<file path="config.mk">
export PLATFORM = sky130hd
export DESIGN_NAME = line_follow_corner_supervisor_unit
export DESIGN_NICKNAME = d
export VERILOG_FILES = /design/src/rtl/core/lfcs_pkg.sv /design/src/rtl/core/lfcs_step.sv /design/src/rtl/core/line_follow_corner_supervisor_unit.sv
export VERILOG_INCLUDE_DIRS = /design/src /design/src/rtl/core
export SDC_FILE = /design/constraint.sdc
export NUM_CORES = 1
export LEC_CHECK = 0
export ABC_AREA = 1
export BUFFER_PORTS_ARGS = -buffer_cell sky130_fd_sc_hd__buf_4
export CAP_MARGIN = 20
export CORE_UTILIZATION = 25
export DETAILED_ROUTE_END_ITERATION = 10
export GPL_TIMING_DRIVEN = 1
export PLACE_DENSITY = 0.48
export SYNTH_ARGS = -nofsm -noshare
export SYNTH_HDL_FRONTEND = slang
export SYNTH_HIERARCHICAL = 1
export SYNTH_SLANG_ARGS = --single-unit
</file>
<file path="constraint.sdc">
create_clock -name clk -period 13.3 [get_ports clk]
set_input_delay 0.665 -clock clk [delete_from_list [all_inputs] [get_ports clk]]
set_output_delay 0.665 -clock clk [all_outputs]
set_load 0.01 [all_outputs]
</file>
<file path="src/rtl/core/assert_macros.svh">
// assertion macros used by line_follow_corner_supervisor_unit
// no dependencies; the user must have clk and rst_n in scope
`ifndef ASSERT_MACROS_SVH
`define ASSERT_MACROS_SVH

// checked on every rising clock edge outside reset
`define LFCS_ASSERT(label, prop, msg) \
  label: assert property (@(posedge clk) disable iff (!rst_n) (prop)) else $error(msg);

// checked on every rising clock edge, reset included
`define LFCS_ASSERT_ALWAYS(label, prop, msg) \
  label: assert property (@(posedge clk) (prop)) else $error(msg);

`endif

</file>
<file path="src/rtl/core/lfcs_pkg.sv">
// types, codes and helpers for the line follow corner supervisor
// used by lfcs_step and line_follow_corner_supervisor_unit
`timescale 1ns / 1ps

package lfcs_pkg;

  localparam int unsigned DutyW  = 7;
  localparam int unsigned CountW = 16;
  localparam int unsigned CfgIdxW = 3;

  localparam logic [DutyW-1:0]  DutyMax  = 7'd100;
  localparam logic [CountW-1:0] CountMax = 16'hFFFF;

  // configuration register indexes
  localparam logic [CfgIdxW-1:0] CFG_FOLLOW_DUTY   = 3'd0;
  localparam logic [CfgIdxW-1:0] CFG_INNER_DUTY    = 3'd1;
  localparam logic [CfgIdxW-1:0] CFG_APPROACH_DUTY = 3'd2;
  localparam logic [CfgIdxW-1:0] CFG_CORNER_CONFIRM = 3'd3;
  localparam logic [CfgIdxW-1:0] CFG_LOST_CONFIRM  = 3'd4;

  // reset values of the configuration registers
  localparam logic [DutyW-1:0]  FollowDutyRst  = 7'd60;
  localparam logic [DutyW-1:0]  InnerDutyRst   = 7'd20;
  localparam logic [DutyW-1:0]  ApproachDutyRst = 7'd30;
  localparam logic [CountW-1:0] CornerConfirmRst = 16'd4;
  localparam logic [CountW-1:0] LostConfirmRst = 16'd20;

  typedef enum logic [1:0] {
    CMD_TICK  = 2'd0,
    CMD_START = 2'd1,
    CMD_HALT  = 2'd2,
    CMD_NONE  = 2'd3
  } cmd_t;

  typedef enum logic [1:0] {
    MODE_STOPPED   = 2'd0,
    MODE_FOLLOWING = 2'd1,
    MODE_TURNING   = 2'd2,
    MODE_FAULTED   = 2'd3
  } mode_t;

  typedef enum logic [1:0] {
    TS_IDLE  = 2'd0,
    TS_BUSY  = 2'd1,
    TS_DONE  = 2'd2,
    TS_FAULT = 2'd3
  } turn_status_t;

  // turn direction, shared by candidate direction and turn request
  localparam logic [1:0] DIR_NONE  = 2'd0;
  localparam logic [1:0] DIR_LEFT  = 2'd1;
  localparam logic [1:0] DIR_RIGHT = 2'd2;

  localparam logic [2:0] FAULT_NONE  = 3'd0;
  localparam logic [2:0] FAULT_TURN  = 3'd1;
  localparam logic [2:0] FAULT_AMBIG = 3'd2;
  localparam logic [2:0] FAULT_REQ   = 3'd3;
  localparam logic [2:0] FAULT_LOST  = 3'd4;

  typedef struct packed {
    logic [DutyW-1:0]  follow_duty;
    logic [DutyW-1:0]  inner_duty;
    logic [DutyW-1:0]  approach_duty;
    logic [CountW-1:0] corner_confirm_count;
    logic [CountW-1:0] lost_confirm_count;
  } cfg_t;

  typedef struct packed {
    mode_t             mode;
    logic [2:0]        fault;
    logic [CountW-1:0] turn_total;
    logic              armed;
    logic [1:0]        cand_dir;
    logic [CountW-1:0] cand_run;
    logic [CountW-1:0] clear_run;
    logic [CountW-1:0] ambig_run;
    logic [CountW-1:0] lost_run;
  } state_t;

  typedef struct packed {
    logic [1:0] cmd;
    logic       fl;
    logic       fr;
    logic       fml;
    logic       fmr;
    logic       rml;
    logic       rmr;
    logic [1:0] turn_status;
    logic       turn_accepts;
    logic [2:0] halt_reason;
  } item_t;

  typedef struct packed {
    logic              motor_update;
    logic [DutyW-1:0]  left_duty;
    logic [DutyW-1:0]  right_duty;
    logic [1:0]        turn_request;
    logic              turn_reset_pulse;
    logic [1:0]        mode;
    logic [2:0]        fault_code;
    logic [CountW-1:0] turns_done;
    logic              start_accepted;
  } result_t;

  function automatic logic [CountW-1:0] sat_inc(logic [CountW-1:0] c);
    return (c == CountMax) ? c : c + 16'd1;
  endfunction

  function automatic logic [DutyW-1:0] clamp_duty(logic [DutyW-1:0] d);
    return (d > DutyMax) ? DutyMax : d;
  endfunction

endpackage

</file>
<file path="src/rtl/core/lfcs_step.sv">
// next state and result word for one item of the supervisor
// purely combinational; depends on lfcs_pkg
`timescale 1ns / 1ps

module lfcs_step import lfcs_pkg::*; (
  input  cfg_t    cfg,
  input  state_t  st,
  input  item_t   item,
  output state_t  st_nxt,
  output result_t res
);

  logic [DutyW-1:0]  fol_d, inn_d, app_d;
  logic [DutyW-1:0]  steer_l, steer_r;
  logic [CountW-1:0] amb_inc, cand_inc, clear_inc, lost_inc;
  logic [1:0]        dir;
  logic              lost_pat, clear_pat;

  assign fol_d = clamp_duty(cfg.follow_duty);
  assign inn_d = clamp_duty(cfg.inner_duty);
  assign app_d = clamp_duty(cfg.approach_duty);

  // priority steering while following
  always_comb begin
    if (item.fml && item.fmr) begin
      steer_l = fol_d;
      steer_r = fol_d;
    end else if (item.fml) begin
      steer_l = inn_d;
      steer_r = fol_d;
    end else if (item.fmr) begin
      steer_l = fol_d;
      steer_r = inn_d;
    end else if (item.rml && item.rmr) begin
      steer_l = app_d;
      steer_r = app_d;
    end else begin
      steer_l = '0;
      steer_r = '0;
    end
  end

  always_comb begin
    if (item.rml && item.rmr && item.fl) begin
      dir = DIR_LEFT;
    end else if (item.rml && item.rmr && item.fr) begin
      dir = DIR_RIGHT;
    end else begin
      dir = DIR_NONE;
    end
  end

  assign lost_pat  = !item.fml && !item.fmr && !(item.rml && item.rmr);
  assign clear_pat = !item.fl && !item.fr && item.fml && item.fmr && item.rml && item.rmr;
  assign amb_inc   = sat_inc(st.ambig_run);
  assign cand_inc  = sat_inc((st.cand_dir == dir) ? st.cand_run : '0);
  assign clear_inc = sat_inc(st.clear_run);
  assign lost_inc  = sat_inc(st.lost_run);

  always_comb begin
    logic go_lost;
    logic [2:0] reason;
    go_lost = 1'b0;
    reason  = (item.halt_reason > FAULT_LOST) ? FAULT_LOST : item.halt_reason;
    st_nxt  = st;
    res     = '0;

    unique case (cmd_t'(item.cmd))
      CMD_TICK: begin
        if (st.mode == MODE_STOPPED || st.mode == MODE_FAULTED) begin
          res.motor_update = 1'b1;
        end else begin
          unique case (turn_status_t'(item.turn_status))
            TS_FAULT: begin
              st_nxt.fault = FAULT_TURN;
              st_nxt.mode  = MODE_FAULTED;
              res.motor_update = 1'b1;
            end
            TS_DONE: begin
              st_nxt.turn_total = sat_inc(st.turn_total);
              st_nxt.mode      = MODE_FOLLOWING;
              st_nxt.armed     = 1'b0;
              st_nxt.cand_dir  = DIR_NONE;
              st_nxt.cand_run  = '0;
              st_nxt.clear_run = '0;
              st_nxt.ambig_run = '0;
              st_nxt.lost_run  = '0;
              res.turn_reset_pulse = 1'b1;
            end
            TS_BUSY: begin
              st_nxt.mode = MODE_TURNING;
            end
            default: begin
              if (st.armed) begin
                if (item.fl && item.fr) begin
                  // both outer sensors on: possible crossing, not a corner
                  st_nxt.lost_run  = '0;
                  st_nxt.cand_run  = '0;
                  st_nxt.cand_dir  = DIR_NONE;
                  st_nxt.ambig_run = amb_inc;
                  res.motor_update = 1'b1;
                  if (amb_inc >= cfg.corner_confirm_count) begin
                    st_nxt.fault = FAULT_AMBIG;
                    st_nxt.mode  = MODE_FAULTED;
                  end
                end else begin
                  st_nxt.ambig_run = '0;
                  if (dir == DIR_NONE) begin
                    st_nxt.cand_dir = DIR_NONE;
                    st_nxt.cand_run = '0;
                    go_lost = 1'b1;
                  end else begin
                    st_nxt.lost_run = '0;
                    st_nxt.cand_dir = dir;
                    if (cand_inc >= cfg.corner_confirm_count) begin
                      st_nxt.armed    = 1'b0;
                      st_nxt.cand_run = '0;
                      if (item.turn_accepts) begin
                        res.turn_request = dir;
                        st_nxt.mode = MODE_TURNING;
                      end else begin
                        st_nxt.fault = FAULT_REQ;
                        st_nxt.mode  = MODE_FAULTED;
                        res.motor_update = 1'b1;
                      end
                    end else begin
                      st_nxt.cand_run  = cand_inc;
                      res.motor_update = 1'b1;
                      res.left_duty    = app_d;
                      res.right_duty   = app_d;
                    end
                  end
                end
              end else begin
                go_lost = 1'b1;
                // re-arm after a clear centred section
                if (clear_pat) begin
                  if (clear_inc >= cfg.corner_confirm_count) begin
                    st_nxt.armed     = 1'b1;
                    st_nxt.clear_run = '0;
                  end else begin
                    st_nxt.clear_run = clear_inc;
                  end
                end else begin
                  st_nxt.clear_run = '0;
                end
              end

              if (go_lost) begin
                res.motor_update = 1'b1;
                if (lost_pat) begin
                  st_nxt.lost_run = lost_inc;
                  if (lost_inc >= cfg.lost_confirm_count) begin
                    st_nxt.fault = FAULT_LOST;
                    st_nxt.mode  = MODE_FAULTED;
                  end else begin
                    res.left_duty  = steer_l;
                    res.right_duty = steer_r;
                  end
                end else begin
                  st_nxt.lost_run = '0;
                  res.left_duty   = steer_l;
                  res.right_duty  = steer_r;
                end
              end
            end
          endcase
        end
      end
      CMD_START: begin
        if (!(st.mode == MODE_FOLLOWING || st.mode == MODE_TURNING ||
              item.turn_status == TS_BUSY)) begin
          st_nxt.turn_total = '0;
          st_nxt.cand_dir   = DIR_NONE;
          st_nxt.cand_run   = '0;
          st_nxt.clear_run  = '0;
          st_nxt.ambig_run  = '0;
          st_nxt.lost_run   = '0;
          st_nxt.armed      = 1'b1;
          st_nxt.fault      = FAULT_NONE;
          st_nxt.mode       = MODE_FOLLOWING;
          res.turn_reset_pulse = 1'b1;
          res.motor_update     = 1'b1;
          res.start_accepted   = 1'b1;
        end
      end
      CMD_HALT: begin
        st_nxt.fault = reason;
        st_nxt.mode  = MODE_FAULTED;
        res.motor_update = 1'b1;
      end
      default: begin
      end
    endcase

    res.mode       = st_nxt.mode;
    res.fault_code = st_nxt.fault;
    res.turns_done = st_nxt.turn_total;
  end

endmodule

</file>
<file path="src/rtl/core/line_follow_corner_supervisor_unit.sv">
// top level of the line follow corner supervisor: registers, handshake, config
// depends on lfcs_pkg, lfcs_step and assert_macros.svh
`timescale 1ns / 1ps

// Supervisor for a six-sensor line-following robot. Each input word is a
// tick, a start request, an external halt or no command, and yields exactly
// one result word with wheel duties, turn request, turn reset, mode, fault
// code, turn count and start acceptance. Throughput is one word per clock
// while results are taken. Words pass the input register, then the result
// register, with the state updated between them. Input keeps accepting
// while a result waits, until the input register is also full. The user
// must write configuration via cfg_wr_en/cfg_index/cfg_wdata while no word
// is in flight (not enforced); indexes beyond the register list are ignored.

`include "assert_macros.svh"

module line_follow_corner_supervisor_unit import lfcs_pkg::*; (
  input  logic        clk,
  input  logic        rst_n,

  input  logic        in_valid,
  output logic        in_ready,
  input  logic [1:0]  in_cmd,
  input  logic        in_front_left_outer,
  input  logic        in_front_right_outer,
  input  logic        in_front_mid_left,
  input  logic        in_front_mid_right,
  input  logic        in_rear_mid_left,
  input  logic        in_rear_mid_right,
  input  logic [1:0]  in_turn_status,
  input  logic        in_turn_accepts,
  input  logic [2:0]  in_halt_reason,

  output logic        out_valid,
  input  logic        out_ready,
  output logic        out_motor_update,
  output logic [6:0]  out_left_duty,
  output logic [6:0]  out_right_duty,
  output logic [1:0]  out_turn_request,
  output logic        out_turn_reset_pulse,
  output logic [1:0]  out_mode,
  output logic [2:0]  out_fault_code,
  output logic [15:0] out_turns_done,
  output logic        out_start_accepted,

  input  logic        cfg_wr_en,
  input  logic [2:0]  cfg_index,
  input  logic [15:0] cfg_wdata
);

  cfg_t    cfg_r;
  state_t  st_r, st_nxt;
  item_t   item_r;
  result_t res, res_r;
  logic    in_vld_r, out_vld_r;
  logic    advance;

  // the held word moves on when the result register is free or being drained
  assign advance  = in_vld_r && (!out_vld_r || out_ready);
  assign in_ready = !in_vld_r || advance;

  always_ff @(posedge clk) begin
    if (!rst_n) begin
      cfg_r.follow_duty          <= FollowDutyRst;
      cfg_r.inner_duty           <= InnerDutyRst;
      cfg_r.approach_duty        <= ApproachDutyRst;
      cfg_r.corner_confirm_count <= CornerConfirmRst;
      cfg_r.lost_confirm_count   <= LostConfirmRst;
    end else if (cfg_wr_en) begin
      unique case (cfg_index)
        CFG_FOLLOW_DUTY:    cfg_r.follow_duty          <= cfg_wdata[DutyW-1:0];
        CFG_INNER_DUTY:     cfg_r.inner_duty           <= cfg_wdata[DutyW-1:0];
        CFG_APPROACH_DUTY:  cfg_r.approach_duty        <= cfg_wdata[DutyW-1:0];
        CFG_CORNER_CONFIRM: cfg_r.corner_confirm_count <= cfg_wdata;
        CFG_LOST_CONFIRM:   cfg_r.lost_confirm_count   <= cfg_wdata;
        default: begin
        end
      endcase
    end
  end

  always_ff @(posedge clk) begin
    if (in_valid && in_ready) begin
      item_r <= '{cmd: in_cmd, fl: in_front_left_outer, fr: in_front_right_outer,
                  fml: in_front_mid_left, fmr: in_front_mid_right,
                  rml: in_rear_mid_left, rmr: in_rear_mid_right,
                  turn_status: in_turn_status, turn_accepts: in_turn_accepts,
                  halt_reason: in_halt_reason};
    end
    if (advance) begin
      res_r <= res;
    end
  end

  always_ff @(posedge clk) begin
    if (!rst_n) begin
      in_vld_r  <= 1'b0;
      out_vld_r <= 1'b0;
      st_r      <= '{mode: MODE_STOPPED, fault: FAULT_NONE, armed: 1'b0,
                     cand_dir: DIR_NONE, default: '0};
    end else begin
      if (in_ready) begin
        in_vld_r <= in_valid;
      end
      if (advance) begin
        out_vld_r <= 1'b1;
        st_r      <= st_nxt;
      end else if (out_ready) begin
        out_vld_r <= 1'b0;
      end
    end
  end

  lfcs_step u_step (
    .cfg    (cfg_r),
    .st     (st_r),
    .item   (item_r),
    .st_nxt (st_nxt),
    .res    (res)
  );

  assign out_valid            = out_vld_r;
  assign out_motor_update     = res_r.motor_update;
  assign out_left_duty        = res_r.left_duty;
  assign out_right_duty       = res_r.right_duty;
  assign out_turn_request     = res_r.turn_request;
  assign out_turn_reset_pulse = res_r.turn_reset_pulse;
  assign out_mode             = res_r.mode;
  assign out_fault_code       = res_r.fault_code;
  assign out_turns_done       = res_r.turns_done;
  assign out_start_accepted   = res_r.start_accepted;

  `LFCS_ASSERT(a_idle_duty_zero, out_vld_r && !res_r.motor_update |-> res_r.left_duty == '0 && res_r.right_duty == '0, "duty without motor update")
  `LFCS_ASSERT(a_duty_limit, out_vld_r |-> res_r.left_duty <= DutyMax && res_r.right_duty <= DutyMax, "duty above limit")
  `LFCS_ASSERT(a_request_turning, out_vld_r && res_r.turn_request != DIR_NONE |-> res_r.mode == MODE_TURNING && !res_r.motor_update, "turn request outside turning")
  `LFCS_ASSERT(a_start_clean, out_vld_r && res_r.start_accepted |-> res_r.mode == MODE_FOLLOWING && res_r.fault_code == FAULT_NONE && res_r.turns_done == '0 && st_r.armed, "start left stale state")
  `LFCS_ASSERT_ALWAYS(a_reset_empty, !$past(rst_n) |-> !in_vld_r && !out_vld_r, "pipeline not empty after reset")

endmodule

</file>
# Word level (Yosys, flattened, before mapping)
# Cells that the tools add are included.
# Widths: inputs -> output; s select.
# word_totals
regBits	197
elab_cells	206
out_inout_bits	42
input_bits	38
# op_classes
n_bitwise	4
n_eq_ne	25
add_sub_neg	5
n_reduce_logical	46
order_cmp	8
n_mux	83
# ops
operator	count
$mux 16	15
$mux 88	2
$pmux 83 s2	1
$pmux 67 s2	1
$add 16x1->16 const B	5
$eq 16x16->1 const B	5
$mux 7	10
$ge 16x16->1	4
$mux 32	2
$mux 18	3
$mux 5	9
$mux 14	3
$mux 17	2
$mux 1	22
$gt 7x7->1 const B	3
$mux 15	1
$pmux 5 s3	1
$logic_and 1x1->1	14
$reduce_and 6->1	2
$eq 2x2->1 const B	5
$reduce_and 2->1	5
$reduce_or 10->1	1
$mux 2	4
$logic_not 1->1	7
other kinds (25)	44

# Logic depth before layout (Yosys ltp)
# logic_depth
word_depth	20
mapped_depth	38
ltp_nobuf	35

# Modules after synthesis
# Netlist, hierarchy kept.
# by_module_without_submodules
module	area_each_um2	cells_per_inst	seq_area_each_um2	instances
lfcs_step	7955.1	1566	0.0	1
line_follow_corner_supervisor_unit	7390.8	850	4484.3	1

# Worst setup path before layout
# OpenSTA, ideal clock, no wires.
# synth_timing
kind	register to register
startpoint	register item_r[11] (netlist name)
endpoint	register st_r[52] (netlist name)
setup_ps	64
stages_incl_launch_ff	33
t_required_ps	13236
n_path_buf	3
arrival_ps	4347
synth_period_minus_slack_ps	4411
setup_slack_ps	8889
path_cell_list	edfxtp_1 nor2_4 nand2_4 nand2_4 nand3_4 buf_6 nor2_1 ha_1 inv_1 nor3_1 nand3_2 nor2_4 nand3_4 buf_6 nand2_2 nand2_1 inv_1 ha_1 a21oi_1 o21ai_0 nand2_1 nand2_1 nand2_1 nand3_1 nor3_2 buf_2 a21oi_1 o21ai_0 nand2_1 nand2_1 nand3b_1 nand2_1 nor2_1
# synth_rtl
element	line	rtl
from (decl)	line_follow_corner_supervisor_unit.sv:53	item_t item_r;
from (signal assigned)	line_follow_corner_supervisor_unit.sv:84	item_r <= '{cmd: in_cmd, fl: in_front_left_outer, fr: in_front_right_outer,
to (signal assigned)	line_follow_corner_supervisor_unit.sv:99	st_r <= '{mode: MODE_STOPPED, fault: FAULT_NONE, armed: 1'b0,
to (signal assigned)	line_follow_corner_supervisor_unit.sv:107	st_r <= st_nxt;
to (decl)	line_follow_corner_supervisor_unit.sv:52	state_t st_r, st_nxt;

==> metrics.yaml <==
p_leak_nw: 7.22
critPathArrivalTime_ns: 5.58
start_util_pct: 25.4
cts_root_buf: "clkbuf_16"
hold_end: "item_r[13]$_DFFE_PP_"
hold_buffers: 0
synth.distinct_cells: 48
synthXorXnorAreaFrac_pct: 1.77
synthTopCellsByArea: "dfxtp_1 (19%), nand2_1 (14%), edfxtp_1 (11%)"
relSlewSlack_pct: 25.0
n_fill_cell: 6661
synth-seq-area-share_pct: 29.2
cts-buffers-inserted: 17
crit_fanout: 16
postCtsSetupRepairBufs: 0
grt_setup_unrepaired: "no"
die_w_um: 250
die_h_um: 250
yosysWarningCount: 6
clock_sinks: 197
worst_setup_path_end_kind: "flip-flop"
max_freq_mhz: 192
ir_drop_uv: 94.3
antenna_found_initial: 0
overflow: 0
final_area_um2: 17100
stdcell_count: 3192
h-tree-depth: 4
synth.avg_cell_area_um2: 6.35
path_clk_slew_ns: 0.09
final_core_util_pct: 28.3
fin_crit_sh_pct: 39.1
synthCells: 2416
drtAntennaViolNets: 0
synth_compound_area_share_pct: 15.9
critPathLaunchType: "flip-flop"
grt_pass1_wl_um: 83700
synth_async_sr_flop_share_pct: 0
hold_violations: 0
reg2reg_from: "item_r[11]$_DFFE_PP_"
maxCapViolations: 0
n_antenna_cell: 0
synth-seq-cells: 197
drt_iter0_drc: 1114
gp_congestion: 0.886
io_buffers: 79
dr.pass1.iters: 6
synthesis.area_um2: 15300
min-delay-start: "in_cmd[1]"
fin_skew_ns: 0.0187
dp_cells: 3158
post_cts_resized: 0
worst-setup-path-type: "flip-flop to flip-flop"
clock_latency_ns: 0.48
placed_cell_area_um2: 16400
layout-drive-gt1-share_pct: 7.39
status: "finished clean"
synth.most_common_cell: "nand2_1"
synth.top_cell.area_share_pct: 18.7
remaining_drc_errors: 0
worstReg2RegEnd: "st_r[51]$_SDFFE_PN0P_"
fin_ws_ns: 8.10
r2r_slack_ns: 8.10
drt_wl_total_um: 52800
core-area_um2: 60500
p_per_area_nw_per_um2: 100
vias: 15896
synth_top_family_by_area: "simple AND/OR/NAND/NOR gates"
synth_fp_nets: 2527
cts_max_path_buffers: 2
min_period_ns: 5.20
crit_required_ns: 13.68
hold_path.class: "primary input to flip-flop"
grt_pass1_vias: 15110
via_per_inst: 4.98
slew_viol_final: 0
synth-adder-area-share_pct: 5.95
synthFlopType: "dfxtp_1"
place_hpwl_um: 35300
synth-edff-count: 54
synth_common_cells: "nand2_1 (563), nor2_1 (387), inv_1 (253)"
die_area_um2: 62400
setup-tns-final_ns: 0
finalSetupViolations: 0
holdPathStages: 1
tritoncts: "yes"
ios: 80
r2r_cells: 27
tightest_slew_ns: 1.12
num-nets-final: 2508
syn_to_final_growth_pct: 11.6
dp_slack_ns: 8.20
wire_per_inst_um: 16.5
yosysTopAreaCell: "dfxtp_1"
grt_use_total_pct: 16.9
rows: 90
synth_simple_gate_area_share_pct: 36.6
muxShareOfSynthArea_pct: 0
grt_max_degree: 82
-- critical path, cell delays in order (launching register included) --
cell and delay, ns:
edfxtp_1 0.48, nand3_1 0.16, nand2_1 0.07, nand2_2 0.14, nand3_4 0.24, nor2_1 0.37
ha_1 0.30, inv_1 0.08, nor3_1 0.30, nand3_2 0.18, nor3_1 0.30, nand2_1 0.08
nand2_1 0.07, nand2_1 0.14, ha_1 0.32, nand2_1 0.06, nor3_1 0.31, nand3_1 0.12
nand3_1 0.27, nor3_2 0.08, buf_4 0.25, a21oi_1 0.17, o21ai_0 0.09, nand2_1 0.10
o21ai_0 0.07, nand3b_1 0.17, nand2_1 0.11, nor2_1 0.05
-- final cells by class --
type	count	area (um^2)	share of cell area (%)
Clock buffer	17	425	2.49
Timing Repair Buffer	101	758	4.43
Inverter	257	967	5.65
Multi-Input combinational cell	1823	9260	54.1
Tap cell	782	978	5.72
Sequential cell	197	4490	26.2
Clock inverter	15	245	1.43
-- through the flow --
step	hold WS (ns)	power [mW]
floorplan	0.442	0.997
global placement	0.464	1.11
detailed placement	0.468	1.12
CTS	0.332	1.73
global route	0.327	1.82
finish	0.360	1.72
-- power breakdown --
part	internal, mW	switching, mW	leakage (nW)
sequential	0.652	0.0392	1.69
clock	0.313	0.293	0.326
combinational	0.143	0.276	5.20
-- flip-flops by register name, indices dropped and copies added (netlist names), 2 cells and up --
register and count:
cfg_r 53, item_r 14, out_fault_code 3, out_left_duty 7, out_mode 2, out_right_duty 7
out_turn_request 2, out_turns_done 16, st_r 88
-- placed cells by master, fill, tap and decap left out, types with 5 or more instances in the layout --
master,n
inv_1,251
edfxtp_1,54
nand3b_1,91
nor2_1,384
a21oi_1,171
nor2_2,6
o21a_1,5
buf_4,101
o211ai_1,25
nor2_4,8
nand2_2,15
o21ai_0,177
a31oi_1,5
nand2_1,562
clkbuf_16,17
o22ai_1,21
xor2_1,31
dfxtp_1,142
a221oi_1,18
ha_1,73
nor4_1,7
nand4_1,32
inv_8,5
nor3_1,33
nand3_1,129
-- kinds of logic (layout without fill, tap and decap cells) --
family / count (synthesis) / after routing
xor+xnor: 31 / 31
simple gates: 1279 / 1279
fa+ha+maj: 73 / 73
flops: 197 / 197
buf+inv: 396 / 390
compound gates: 440 / 440
-- metal layers --
metal,GRT usage (%),up-vias,wire [um]
met4,4.34,0,789
met5,0,-,0
met1,22.3,7503,24600
li1,-,7891,-
met2,28.4,452,24700
met3,2.65,50,2790
-- how the worst max path moves through the flow --
stage | from | end | cells past startpoint | slack, ns
floorplan | item_r[11]$_DFFE_PP_ | st_r[52]$_SDFFE_PN0P_ | 32 | 8.89
global placement | item_r[11]$_DFFE_PP_ | st_r[49]$_SDFFE_PN0P_ | 26 | 8.35
detailed placement | item_r[11]$_DFFE_PP_ | st_r[51]$_SDFFE_PN0P_ | 27 | 8.20
CTS | item_r[11]$_DFFE_PP_ | st_r[51]$_SDFFE_PN0P_ | 26 | 8.16
global route | item_r[11]$_DFFE_PP_ | st_r[52]$_SDFFE_PN0P_ | 26 | 7.54
finish | item_r[11]$_DFFE_PP_ | st_r[51]$_SDFFE_PN0P_ | 27 | 8.10
Power figures use the tool's default switching activity.
